**src/rtl/bgd_pkg.sv**
```systemverilog
`timescale 1ns / 1ps
// ----------------------------------------------------------------------------
// Battery gauge package
// Beat types, register map, status codes and the sequencer microprogram.
// ----------------------------------------------------------------------------
package bgd_pkg;

	// field and datapath widths
	localparam int MV_W       = 16;
	localparam int PCT_W      = 7;
	localparam int REP_W      = 8;
	localparam int CODE_W     = 10;
	localparam int REFMV_W    = 12;
	localparam int RES_W      = 16;
	localparam int FS_W       = 16;
	localparam int SUPPLY_W   = 28;
	localparam int TAP_W      = 22;
	localparam int RSUM_W     = 17;
	localparam int PROD_W     = 40;
	localparam int DIVR_W     = 16;
	localparam int MULA_W     = 22;
	localparam int MULB_W     = 28;
	localparam int PC_W       = 4;
	localparam int CNT_W      = 5;
	localparam int SHAMT_W    = 6;
	localparam int RUN_W      = 8;
	localparam int CFG_ADDR_W = 3;
	localparam int CFG_DATA_W = 16;

	// register map
	localparam logic [CFG_ADDR_W-1:0] REG_MIN_MV        = 3'd0;
	localparam logic [CFG_ADDR_W-1:0] REG_MAX_MV        = 3'd1;
	localparam logic [CFG_ADDR_W-1:0] REG_REFERENCE_MV  = 3'd2;
	localparam logic [CFG_ADDR_W-1:0] REG_UPPER_RES     = 3'd3;
	localparam logic [CFG_ADDR_W-1:0] REG_LOWER_RES     = 3'd4;
	localparam logic [CFG_ADDR_W-1:0] REG_ADC_MIN_VALID = 3'd5;

	// result status codes
	localparam logic [1:0] ST_USB     = 2'd0;
	localparam logic [1:0] ST_ACCEPT  = 2'd1;
	localparam logic [1:0] ST_PENDING = 2'd2;
	localparam logic [1:0] ST_REJECT  = 2'd3;

	// fixed values
	localparam logic [PCT_W-1:0] PCT_FULL   = 7'd100;
	localparam logic [PCT_W-1:0] PCT_EMPTY  = 7'd0;
	localparam logic [REP_W-1:0] CAND_NONE  = 8'hFF;
	localparam logic [REP_W-1:0] REP_NONE   = 8'hFF;
	localparam logic [RUN_W-1:0] RUN_MAX    = 8'hFF;
	localparam logic [RUN_W-1:0] RUN_FIRST  = 8'd2;
	localparam logic [RUN_W-1:0] RUN_NEXT   = 8'd3;

	typedef struct packed {
		logic              usb_powered;
		logic [CODE_W-1:0] battery_code;
		logic [CODE_W-1:0] reference_code;
	} in_beat_t;

	typedef struct packed {
		logic [1:0]       status;
		logic             level_changed;
		logic [REP_W-1:0] reported_percent;
		logic [MV_W-1:0]  battery_millivolts;
	} out_beat_t;

	typedef struct packed {
		logic [MV_W-1:0]    min_mv;
		logic [MV_W-1:0]    max_mv;
		logic [REFMV_W-1:0] reference_mv;
		logic [RES_W-1:0]   upper_resistor;
		logic [RES_W-1:0]   lower_resistor;
		logic [CODE_W-1:0]  adc_min_valid;
	} cfg_t;

	// microcode
	typedef enum logic [3:0] {
		OP_FETCH,
		OP_TEST_USB,
		OP_TEST_REJ,
		OP_MUL,
		OP_DIV,
		OP_CLAMP,
		OP_DEBOUNCE,
		OP_USB,
		OP_REJECT,
		OP_EMIT
	} op_t;

	// multiplier operand pairs
	typedef enum logic [1:0] {
		MUL_SUPPLY,
		MUL_TAP,
		MUL_MV,
		MUL_PCT
	} mul_sel_t;

	// divisor, which also picks where the quotient lands
	typedef enum logic [1:0] {
		DIV_BY_REF,
		DIV_BY_FS,
		DIV_BY_LOWER,
		DIV_BY_RANGE
	} div_sel_t;

	typedef struct packed {
		op_t              op;
		mul_sel_t         mul_sel;
		div_sel_t         div_sel;
		logic [CNT_W-1:0] div_cycles;
		logic [PC_W-1:0]  target;
	} ctrl_word_t;

	typedef struct packed {
		logic div_done;
		logic clamp_hit;
	} dp_stat_t;

	// program entry points
	localparam logic [PC_W-1:0] PC_FETCH    = 4'd0;
	localparam logic [PC_W-1:0] PC_DEBOUNCE = 4'd12;
	localparam logic [PC_W-1:0] PC_USB      = 4'd13;
	localparam logic [PC_W-1:0] PC_REJECT   = 4'd14;
	localparam logic [PC_W-1:0] PC_EMIT     = 4'd15;

	function automatic ctrl_word_t mk_cw(op_t op, mul_sel_t ms, div_sel_t ds,
			logic [CNT_W-1:0] cyc, logic [PC_W-1:0] tgt);
		ctrl_word_t w;
		w.op         = op;
		w.mul_sel    = ms;
		w.div_sel    = ds;
		w.div_cycles = cyc;
		w.target     = tgt;
		return w;
	endfunction

	// control store, two quotient bits per divide cycle
	function automatic ctrl_word_t ucode(logic [PC_W-1:0] pc);
		ctrl_word_t w;
		case (pc)
			4'd0:    w = mk_cw(OP_FETCH,    MUL_SUPPLY, DIV_BY_REF,   5'd0,  PC_FETCH);
			4'd1:    w = mk_cw(OP_TEST_USB, MUL_SUPPLY, DIV_BY_REF,   5'd0,  PC_USB);
			4'd2:    w = mk_cw(OP_TEST_REJ, MUL_SUPPLY, DIV_BY_REF,   5'd0,  PC_REJECT);
			4'd3:    w = mk_cw(OP_MUL,      MUL_SUPPLY, DIV_BY_REF,   5'd0,  PC_FETCH);
			4'd4:    w = mk_cw(OP_DIV,      MUL_SUPPLY, DIV_BY_REF,   5'd14, PC_FETCH);
			4'd5:    w = mk_cw(OP_MUL,      MUL_TAP,    DIV_BY_FS,    5'd0,  PC_FETCH);
			4'd6:    w = mk_cw(OP_DIV,      MUL_TAP,    DIV_BY_FS,    5'd19, PC_FETCH);
			4'd7:    w = mk_cw(OP_MUL,      MUL_MV,     DIV_BY_LOWER, 5'd0,  PC_FETCH);
			4'd8:    w = mk_cw(OP_DIV,      MUL_MV,     DIV_BY_LOWER, 5'd20, PC_FETCH);
			4'd9:    w = mk_cw(OP_CLAMP,    MUL_PCT,    DIV_BY_RANGE, 5'd0,  PC_DEBOUNCE);
			4'd10:   w = mk_cw(OP_MUL,      MUL_PCT,    DIV_BY_RANGE, 5'd0,  PC_FETCH);
			4'd11:   w = mk_cw(OP_DIV,      MUL_PCT,    DIV_BY_RANGE, 5'd12, PC_FETCH);
			4'd12:   w = mk_cw(OP_DEBOUNCE, MUL_PCT,    DIV_BY_RANGE, 5'd0,  PC_EMIT);
			4'd13:   w = mk_cw(OP_USB,      MUL_PCT,    DIV_BY_RANGE, 5'd0,  PC_EMIT);
			4'd14:   w = mk_cw(OP_REJECT,   MUL_PCT,    DIV_BY_RANGE, 5'd0,  PC_EMIT);
			4'd15:   w = mk_cw(OP_EMIT,     MUL_PCT,    DIV_BY_RANGE, 5'd0,  PC_FETCH);
			default: w = mk_cw(OP_FETCH,    MUL_SUPPLY, DIV_BY_REF,   5'd0,  PC_FETCH);
		endcase
		return w;
	endfunction

endpackage

```
**src/rtl/bgd_datapath.sv**
```systemverilog
`timescale 1ns / 1ps
// ----------------------------------------------------------------------------
// Battery gauge datapath
// Shared multiplier, shared radix-4 restoring divider and the intermediate
// value registers, all driven by the current control word.
// ----------------------------------------------------------------------------
module bgd_datapath #(
	parameter int ADC_FULL_SCALE = 1023
) (
	input  logic                         clk,
	input  logic                         arst_n,
	input  bgd_pkg::ctrl_word_t          ctrl,
	input  bgd_pkg::cfg_t                cfg,
	input  logic [bgd_pkg::CODE_W-1:0]   bat,
	input  logic [bgd_pkg::CODE_W-1:0]   refc,
	output bgd_pkg::dp_stat_t            stat,
	output logic [bgd_pkg::MV_W-1:0]     mv,
	output logic [bgd_pkg::PCT_W-1:0]    pct
);
	import bgd_pkg::*;

	localparam logic [FS_W-1:0] FS = FS_W'(ADC_FULL_SCALE);

	logic [PROD_W-1:0]        prod_q;
	logic [SUPPLY_W-1:0]      supply_q;
	logic [TAP_W-1:0]         tap_q;
	logic [MV_W-1:0]          mv_q;
	logic [PCT_W-1:0]         pct_q;
	logic [PROD_W-1:0]        num_q;
	logic [DIVR_W-1:0]        rem_q;
	logic [PROD_W-1:0]        quo_q;
	logic [CNT_W-1:0]         cnt_q;
	logic                     busy_q;

	logic [MULA_W-1:0]        mul_a;
	logic [MULB_W-1:0]        mul_b;
	logic [MULA_W+MULB_W-1:0] mul_full;
	logic [RSUM_W-1:0]        rsum;
	logic [MV_W-1:0]          diff;
	logic [DIVR_W-1:0]        divisor;
	logic [SHAMT_W-1:0]       shamt;
	logic [PROD_W-1:0]        num_n;
	logic [DIVR_W-1:0]        rem_n;
	logic [PROD_W-1:0]        quo_n;
	logic [DIVR_W:0]          trial;
	logic                     div_last;
	logic                     at_max;
	logic                     at_min;

	assign rsum = {1'b0, cfg.upper_resistor} + {1'b0, cfg.lower_resistor};
	assign diff = mv_q - cfg.min_mv;

	// multiplier operand select
	always_comb begin
		case (ctrl.mul_sel)
			MUL_SUPPLY: begin
				mul_a = MULA_W'(cfg.reference_mv);
				mul_b = MULB_W'(FS);
			end
			MUL_TAP: begin
				mul_a = MULA_W'(bat);
				mul_b = supply_q;
			end
			MUL_MV: begin
				mul_a = tap_q;
				mul_b = MULB_W'(rsum);
			end
			MUL_PCT: begin
				mul_a = MULA_W'(diff);
				mul_b = MULB_W'(PCT_FULL);
			end
			default: begin
				mul_a = '0;
				mul_b = '0;
			end
		endcase
	end

	assign mul_full = mul_a * mul_b;

	// divisor select
	always_comb begin
		case (ctrl.div_sel)
			DIV_BY_REF:   divisor = DIVR_W'(refc);
			DIV_BY_FS:    divisor = FS;
			DIV_BY_LOWER: divisor = cfg.lower_resistor;
			DIV_BY_RANGE: divisor = cfg.max_mv - cfg.min_mv;
			default:      divisor = FS;
		endcase
	end

	// left-align the dividend so its top bit leads the first cycle
	assign shamt = SHAMT_W'(PROD_W) - {ctrl.div_cycles, 1'b0};

	// two restoring steps per cycle
	always_comb begin
		num_n = num_q;
		rem_n = rem_q;
		quo_n = quo_q;
		trial = '0;
		for (int i = 0; i < 2; i++) begin
			trial = {rem_n, num_n[PROD_W-1]};
			num_n = {num_n[PROD_W-2:0], 1'b0};
			if (trial >= {1'b0, divisor}) begin
				trial = trial - {1'b0, divisor};
				quo_n = {quo_n[PROD_W-2:0], 1'b1};
			end else begin
				quo_n = {quo_n[PROD_W-2:0], 1'b0};
			end
			rem_n = trial[DIVR_W-1:0];
		end
	end

	assign div_last = busy_q && (cnt_q == CNT_W'(1)) && (ctrl.op == OP_DIV);
	assign at_max   = mv_q >= cfg.max_mv;
	assign at_min   = mv_q <= cfg.min_mv;

	// divider sequencing
	always_ff @(posedge clk or negedge arst_n) begin
		if (!arst_n) begin
			busy_q <= 1'b0;
			cnt_q  <= '0;
		end else if (ctrl.op == OP_DIV) begin
			if (!busy_q) begin
				busy_q <= 1'b1;
				cnt_q  <= ctrl.div_cycles;
			end else begin
				cnt_q <= cnt_q - CNT_W'(1);
				if (cnt_q == CNT_W'(1)) begin
					busy_q <= 1'b0;
				end
			end
		end
	end

	// operand and result registers
	always_ff @(posedge clk) begin
		if (ctrl.op == OP_MUL) begin
			prod_q <= mul_full[PROD_W-1:0];
		end
		if (ctrl.op == OP_DIV) begin
			if (!busy_q) begin
				num_q <= prod_q << shamt;
				rem_q <= '0;
				quo_q <= '0;
			end else begin
				num_q <= num_n;
				rem_q <= rem_n;
				quo_q <= quo_n;
			end
		end
		if (div_last) begin
			case (ctrl.div_sel)
				DIV_BY_REF:   supply_q <= quo_n[SUPPLY_W-1:0];
				DIV_BY_FS:    tap_q    <= quo_n[TAP_W-1:0];
				DIV_BY_LOWER: mv_q     <= quo_n[MV_W-1:0];
				DIV_BY_RANGE: pct_q    <= quo_n[PCT_W-1:0];
				default: ;
			endcase
		end
		// saturate at the ends of the scale
		if (ctrl.op == OP_CLAMP) begin
			if (at_max) begin
				pct_q <= PCT_FULL;
			end else if (at_min) begin
				pct_q <= PCT_EMPTY;
			end
		end
	end

	assign stat.div_done  = div_last;
	assign stat.clamp_hit = at_max || at_min;
	assign mv             = mv_q;
	assign pct            = pct_q;

endmodule

```
**src/rtl/battery_gauge_with_debounce_top.sv**
```systemverilog
`timescale 1ns / 1ps
// ----------------------------------------------------------------------------
// Battery gauge with debounce
// Converts battery and reference ADC codes to millivolts and a debounced
// percent, under control of a small microprogram.
// ----------------------------------------------------------------------------
// One sample at a time. A USB-powered or rejected sample skips the arithmetic;
// a fully computed sample runs four divisions, and one whose voltage lies at
// or beyond either end of the scale skips the last of them. Sample time is
// set by the single shared divider, which retires two quotient bits per cycle.
// The result sits in an output register, so the next sample is taken as soon
// as the result is loaded there.
// Configuration writes take effect at once and belong between samples.
// ----------------------------------------------------------------------------
module battery_gauge_with_debounce_top #(
	parameter int ADC_FULL_SCALE = 1023
) (
	input  logic                             clk,
	input  logic                             arst_n,
	input  logic                             cfg_wr_en,
	input  logic [bgd_pkg::CFG_ADDR_W-1:0]   cfg_addr,
	input  logic [bgd_pkg::CFG_DATA_W-1:0]   cfg_wdata,
	input  logic                             in_valid,
	output logic                             in_ready,
	input  bgd_pkg::in_beat_t                in_data,
	output logic                             out_valid,
	input  logic                             out_ready,
	output bgd_pkg::out_beat_t               out_data
);
	import bgd_pkg::*;

	logic [PC_W-1:0]   pc_q;
	logic [PC_W-1:0]   pc_n;
	ctrl_word_t        cw;
	cfg_t              cfg_q;
	logic              usb_q;
	logic [CODE_W-1:0] bat_q;
	logic [CODE_W-1:0] refc_q;
	logic [PCT_W-1:0]  acc_pct_q;
	logic [MV_W-1:0]   stored_mv_q;
	logic              has_valid_q;
	logic [REP_W-1:0]  cand_q;
	logic [RUN_W-1:0]  run_q;
	logic [1:0]        status_q;
	logic              changed_q;
	logic              out_valid_q;
	out_beat_t         out_q;

	dp_stat_t          dp_stat;
	logic [MV_W-1:0]   dp_mv;
	logic [PCT_W-1:0]  dp_pct;
	logic [REP_W-1:0]  pct8;
	logic [RUN_W-1:0]  run_n;
	logic              accept;
	logic              reject;
	logic              out_free;
	logic              in_take;

	assign cw       = ucode(pc_q);
	assign in_ready = (cw.op == OP_FETCH);
	assign in_take  = in_valid && in_ready;
	assign out_free = !out_valid_q || out_ready;
	assign reject   = (bat_q < cfg_q.adc_min_valid) || (refc_q == '0)
		|| (cfg_q.lower_resistor == '0);

	bgd_datapath #(
		.ADC_FULL_SCALE(ADC_FULL_SCALE)
	) u_dp (
		.clk    (clk),
		.arst_n (arst_n),
		.ctrl   (cw),
		.cfg    (cfg_q),
		.bat    (bat_q),
		.refc   (refc_q),
		.stat   (dp_stat),
		.mv     (dp_mv),
		.pct    (dp_pct)
	);

	// run length of equal readings and the acceptance decision
	always_comb begin
		pct8 = {1'b0, dp_pct};
		if (pct8 == cand_q) begin
			run_n = (run_q == RUN_MAX) ? run_q : run_q + RUN_W'(1);
		end else begin
			run_n = RUN_W'(1);
		end
		accept = has_valid_q ? (run_n >= RUN_NEXT) : (run_n >= RUN_FIRST);
	end

	// next step of the program
	always_comb begin
		case (cw.op)
			OP_FETCH:    pc_n = in_valid ? pc_q + PC_W'(1) : pc_q;
			OP_TEST_USB: pc_n = usb_q ? cw.target : pc_q + PC_W'(1);
			OP_TEST_REJ: pc_n = reject ? cw.target : pc_q + PC_W'(1);
			OP_MUL:      pc_n = pc_q + PC_W'(1);
			OP_DIV:      pc_n = dp_stat.div_done ? pc_q + PC_W'(1) : pc_q;
			OP_CLAMP:    pc_n = dp_stat.clamp_hit ? cw.target : pc_q + PC_W'(1);
			OP_DEBOUNCE: pc_n = cw.target;
			OP_USB:      pc_n = cw.target;
			OP_REJECT:   pc_n = pc_q + PC_W'(1);
			OP_EMIT:     pc_n = out_free ? cw.target : pc_q;
			default:     pc_n = PC_FETCH;
		endcase
	end

	// configuration registers
	always_ff @(posedge clk or negedge arst_n) begin
		if (!arst_n) begin
			cfg_q.min_mv         <= 16'd3300;
			cfg_q.max_mv         <= 16'd4200;
			cfg_q.reference_mv   <= 12'd1210;
			cfg_q.upper_resistor <= 16'd100;
			cfg_q.lower_resistor <= 16'd100;
			cfg_q.adc_min_valid  <= 10'd50;
		end else if (cfg_wr_en) begin
			case (cfg_addr)
				REG_MIN_MV:        cfg_q.min_mv         <= cfg_wdata;
				REG_MAX_MV:        cfg_q.max_mv         <= cfg_wdata;
				REG_REFERENCE_MV:  cfg_q.reference_mv   <= cfg_wdata[REFMV_W-1:0];
				REG_UPPER_RES:     cfg_q.upper_resistor <= cfg_wdata;
				REG_LOWER_RES:     cfg_q.lower_resistor <= cfg_wdata;
				REG_ADC_MIN_VALID: cfg_q.adc_min_valid  <= cfg_wdata[CODE_W-1:0];
				default: ;
			endcase
		end
	end

	// sequencer, gauge state and output valid
	always_ff @(posedge clk or negedge arst_n) begin
		if (!arst_n) begin
			pc_q        <= PC_FETCH;
			acc_pct_q   <= PCT_FULL;
			stored_mv_q <= '0;
			has_valid_q <= 1'b0;
			cand_q      <= CAND_NONE;
			run_q       <= '0;
			out_valid_q <= 1'b0;
		end else begin
			pc_q <= pc_n;
			case (cw.op)
				OP_USB: begin
					acc_pct_q   <= PCT_FULL;
					stored_mv_q <= cfg_q.max_mv;
					has_valid_q <= 1'b1;
					cand_q      <= CAND_NONE;
					run_q       <= '0;
				end
				OP_DEBOUNCE: begin
					stored_mv_q <= dp_mv;
					cand_q      <= pct8;
					run_q       <= run_n;
					if (accept) begin
						acc_pct_q   <= dp_pct;
						has_valid_q <= 1'b1;
					end
				end
				default: ;
			endcase
			if (cw.op == OP_EMIT && out_free) begin
				out_valid_q <= 1'b1;
			end else if (out_ready) begin
				out_valid_q <= 1'b0;
			end
		end
	end

	// input capture, status and result beat
	always_ff @(posedge clk) begin
		if (in_take) begin
			usb_q  <= in_data.usb_powered;
			bat_q  <= in_data.battery_code;
			refc_q <= in_data.reference_code;
		end
		case (cw.op)
			OP_USB: begin
				status_q  <= ST_USB;
				changed_q <= 1'b1;
			end
			OP_DEBOUNCE: begin
				status_q  <= accept ? ST_ACCEPT : ST_PENDING;
				changed_q <= accept;
			end
			OP_REJECT: begin
				status_q  <= ST_REJECT;
				changed_q <= 1'b0;
			end
			default: ;
		endcase
		if (cw.op == OP_EMIT && out_free) begin
			out_q.status             <= status_q;
			out_q.level_changed      <= changed_q;
			out_q.reported_percent   <= has_valid_q ? {1'b0, acc_pct_q} : REP_NONE;
			out_q.battery_millivolts <= stored_mv_q;
		end
	end

	assign out_valid = out_valid_q;
	assign out_data  = out_q;

endmodule

```
**config.mk**
```make
export PLATFORM = sky130hd
export DESIGN_NAME = battery_gauge_with_debounce_top
export DESIGN_NICKNAME = d
export VERILOG_FILES = /design/src/rtl/bgd_pkg.sv /design/src/rtl/bgd_datapath.sv /design/src/rtl/battery_gauge_with_debounce_top.sv
export SDC_FILE = /design/constraint.sdc
export NUM_CORES = 2
export LEC_CHECK = 0
export ABC_AREA = 1
export BUFFER_PORTS_ARGS = -buffer_cell sky130_fd_sc_hd__buf_4
export CORE_ASPECT_RATIO = 1.5
export CORE_MARGIN = 10
export CORE_UTILIZATION = 55
export DETAILED_ROUTE_END_ITERATION = 16
export PLACE_DENSITY = 0.71
export SYNTH_ARGS = -nofsm -noshare
export SYNTH_HDL_FRONTEND = slang
export SYNTH_SLANG_ARGS = --single-unit
```
**constraint.sdc**
```tcl
create_clock -name clk -period 8.3 [get_ports clk]
set_input_delay 1.245 -clock clk [delete_from_list [all_inputs] [get_ports clk]]
set_output_delay 1.245 -clock clk [all_outputs]
set_load 0.01 [all_outputs]
```
==> key figures <==
Synth
  • Ys Warns: 0
  • XOR/XNOR Fraction of Synth Area: 0.0158
  • Simple-gate share of the synthesized area: 0.197
  • Complex-gate fraction of the synthesized area: 0.0922
  • Largest family of logic cells by synthesized area: adder cells
  • Netlist cell types: 64
  • Area fraction of the dominant cell type after synthesis: 0.240
  • Mean post-synth cell area: 8.17 µm²
  • Synth Instances: 4885
  • Ys flop type: edfxtp_1
  • Post-synthesis mux area share: 0.00100
  • Area contributors post-synth: fa_1, edfxtp_1, nand2_1
  • Synthesized area: 39900 µm²
  • Synthesized flop and latch total: 383
  • Ys async rst share: 0.358
  • Area leader, netlist: fa_1
  • Synth Area in Adders: 0.312
  • Seq/Total Area, Yosys: 0.270
  • Post-synth EDFFs: 239

Min path
  • Worst hold path class: reg2reg
  • Hold Crit Endpoint: u_dp.supply_q[27]
  • Hold path cells: 0
  • Hold path start: u_dp.quo_q[25]

Clock network
  • CTS tree: done
  • Number of buffers created by CTS: 41
  • Max clock buf depth: 3
  • Skew-Pair Late Insertion Delay: 610 ps
  • Post-CTS Hold Fix Bufs: 0
  • CTS H-tree lvls: 2
  • CTS Sinks: 383
  • Clock transition at the registers of the reported paths: 70 ps
  • Root Driver: clkbuf_16

Global route
  • Met3 usage: 0.0356
  • Grt total ovfl: 0
  • Gr busiest metal: met2
  • Initial antenna violation count: 1
  • Largest net degree at the start of global routing: 83
  • Met2 Use GR: 0.529
  • Vias in the first global route: 34400
  • M1 GR Usage: 0.318
  • Total track usage: 0.294
  • First-pass GRT wire length: 189 mm

Die
  • Die area: 83900 µm²
  • # IOs: 74
  • Row Count: 120
  • Starting density of the core: 0.557
  • Die Y: 350 µm
  • Die Wd: 240 µm
  • Core ar.: 71600 µm²

Setup path
  • Worst Setup Path Type: reg2reg
  • Crit path max-delay cell type: fa_1
  • Critical Path Start: cfg_q[13]
  • FF-to-FF Start: cfg_q[13]
  • Crit path largest cell delay: 600 ps
  • FF-to-FF End: u_dp.prod_q[38]
  • R2R depth: 29
  • CP required: 8710 ps
  • Most Frequent Cell on Critical Path: fa_1
  • Reg2Reg Setup Slack: 300 ps
  • Crit. End Element: register
  • WP data arrival: 8410 ps
  • Startpoint Class: register
  • CP max FO: 17

Layout
  • Fin cells: 6060
  • Synthesis-to-layout area growth: 11.2%
  • Area of the multi-input gates: 25200 µm²
  • FF+latch area: 10800 µm²
  • Proportion of layout cells with a drive suffix above 1: 0.0948
  • Final net count: 5865
  • N_diodes: 0
  • Fill cells: 6411

Status
  • Status: finished clean

Drt
  • Initial detailed-routing violation count: 2405
  • DR WL/cell: 20.0 µm
  • Drt drc: 0
  • Post-route ant nets: 0
  • Final WL: 121 mm
  • Via/cell ratio: 5.51
  • Vias: 33400
  • Pre-antenna DRT Iters: 6

STA
  • Slew HR: 0.227
  • Fin. Hold Viols: 0
  • Period Utilization, post-route: 0.964
  • Fmax achieved: 0.125 GHz
  • Setup TNS: 0 ps
  • Tmin final: 8000 ps
  • Hold_ws: 417 ps
  • Skew final: 25.9 ps
  • Count of pins over their slew limit: 0
  • Setup violators final: 0
  • Slew @ Worst Pin: 1160 ps

Placed design
  • Placed Cells incl. Taps: 5972
  • Port Buffer Count: 73
  • Hpwl dp: 99.4 mm
  • Gpl congestion: 0.977

Job
  • Max Cap Viol: 0
-- final cells by class --
class                      count  share of cell area
multi-input combinational   3446               0.568
sequential                   383               0.243
inverter                     991              0.0843
timing repair buffer         249              0.0461
tap                          915              0.0258
clock buffer                  50              0.0253
clock inverter                26             0.00745
-- worst max-delay path, delay by kind of cell, from the launching register on --
family | cells | cell delay (ps)
AND/OR/NAND/NOR | 10 | 1540
adder cells (fa/ha/maj) | 9 | 4280
AO/OA/AOI/OAI | 3 | 520
buffers and inverters | 6 | 750
flip-flops | 1 | 480
XOR/XNOR | 1 | 220
-- sequential cells by signal (all words and copies together) (netlist names), 22 cells and up --
| register | cells |
|---|---|
| cfg_q | 86 |
| u_dp.num_q | 40 |
| u_dp.prod_q | 40 |
| u_dp.supply_q | 28 |
| out_data | 27 |
| u_dp.quo_q | 26 |
| u_dp.tap_q | 22 |
-- worst max path at each step --
stage	slack [ps]	to
floorplan	870	u_dp.prod_q[35]
global placement	50	u_dp.prod_q[34]
detailed placement	70	u_dp.prod_q[34]
CTS	20	u_dp.prod_q[34]
global route	-40	u_dp.prod_q[30]
finish	300	u_dp.prod_q[38]
-- cells in the final DEF, fill, tap and decap left out, types with 6 or more instances in the layout --
master	synthesis	routed
clkbuf_16	0	43
or2_2	16	16
nor3_1	28	23
edfxtp_1	239	239
a21o_1	20	20
nand2_2	19	26
o211ai_1	36	36
bufinv_16	0	7
ha_1	229	224
a21oi_1	197	192
dfrtp_1	101	98
buf_12	0	13
inv_2	18	18
conb_1	2	77
clkinv_1	6	10
nand3b_1	7	7
xnor2_1	35	35
o21ai_0	292	289
nand2_1	1193	1183
xor2_1	34	33
a31oi_1	15	13
dfstp_2	36	36
buf_4	7	232
inv_1	966	962
and2_1	9	9
o21ai_1	27	26
nand4_1	33	33
nor2_1	385	376
nand3_1	218	217
o22ai_1	9	9
o21bai_1	10	10
o21ai_2	5	9
nor2_2	5	13
fa_1	479	478
dfxtp_1	7	7
a21oi_2	2	7
clkinvlp_4	0	7
o221ai_1	6	6
-- through the flow --
stage / area (µm²) / util / setup slack (ps)
finish: 44400 / 0.619 / 302
global route: 44400 / 0.619 / -42.6
CTS: 44000 / 0.614 / 21.3
detailed placement: 42500 / 0.594 / 67.9
global placement: 42500 / 0.594 / 45.6
floorplan: 40200 / - / 872
-- synth_stat cells, types with 9 or more instances --
cell type and n:
nand2_1 1193, o22ai_1 9, dfstp_2 36, a21o_1 20, edfxtp_1 239, o21bai_1 10, inv_1 966, and2_1 9
a21oi_1 197, nand3_1 218, o21ai_0 292, clkbuf_1 48, o21ai_1 27, or2_2 16, ha_1 229, nand2_2 19
xor2_1 34, xnor2_1 35, nand4_1 33, a31oi_1 15, o211ai_1 36, buf_1 10, nor2_1 385, nor3_1 28
inv_2 18, fa_1 479, buf_2 69, dfrtp_1 101
-- repair_timing --
action | in CTS | in global routing
buffers inserted | 0 | 11
gates resized for setup | 0 | 65
endpoints found under the hold margin | 0 | 0
endpoints found under the setup margin | 0 | 22
-- routing by layer --
metal / share of wire / routed length [µm]
met1: 0.36 / 43400
met2: 0.51 / 61900
met3: 0.053 / 6380
met4: 0.080 / 9750
met5: 0 / 0
-- kinds of logic (layout without fill, tap and decap cells) --
| family | count (synthesis) | in the layout |
|---|---|---|
| other cells | 2 | 77 |
| buf+inv | 1132 | 1316 |
| fa+ha+maj | 708 | 708 |
| compound gates | 655 | 655 |
| mux | 4 | 4 |
| xor+xnor | 70 | 70 |
| flops | 383 | 383 |
| simple gates | 1931 | 1932 |
Power is left out: the tool's default activity adds up to more than one toggle a clock period on the data nets, which glitch-free logic cannot reach.
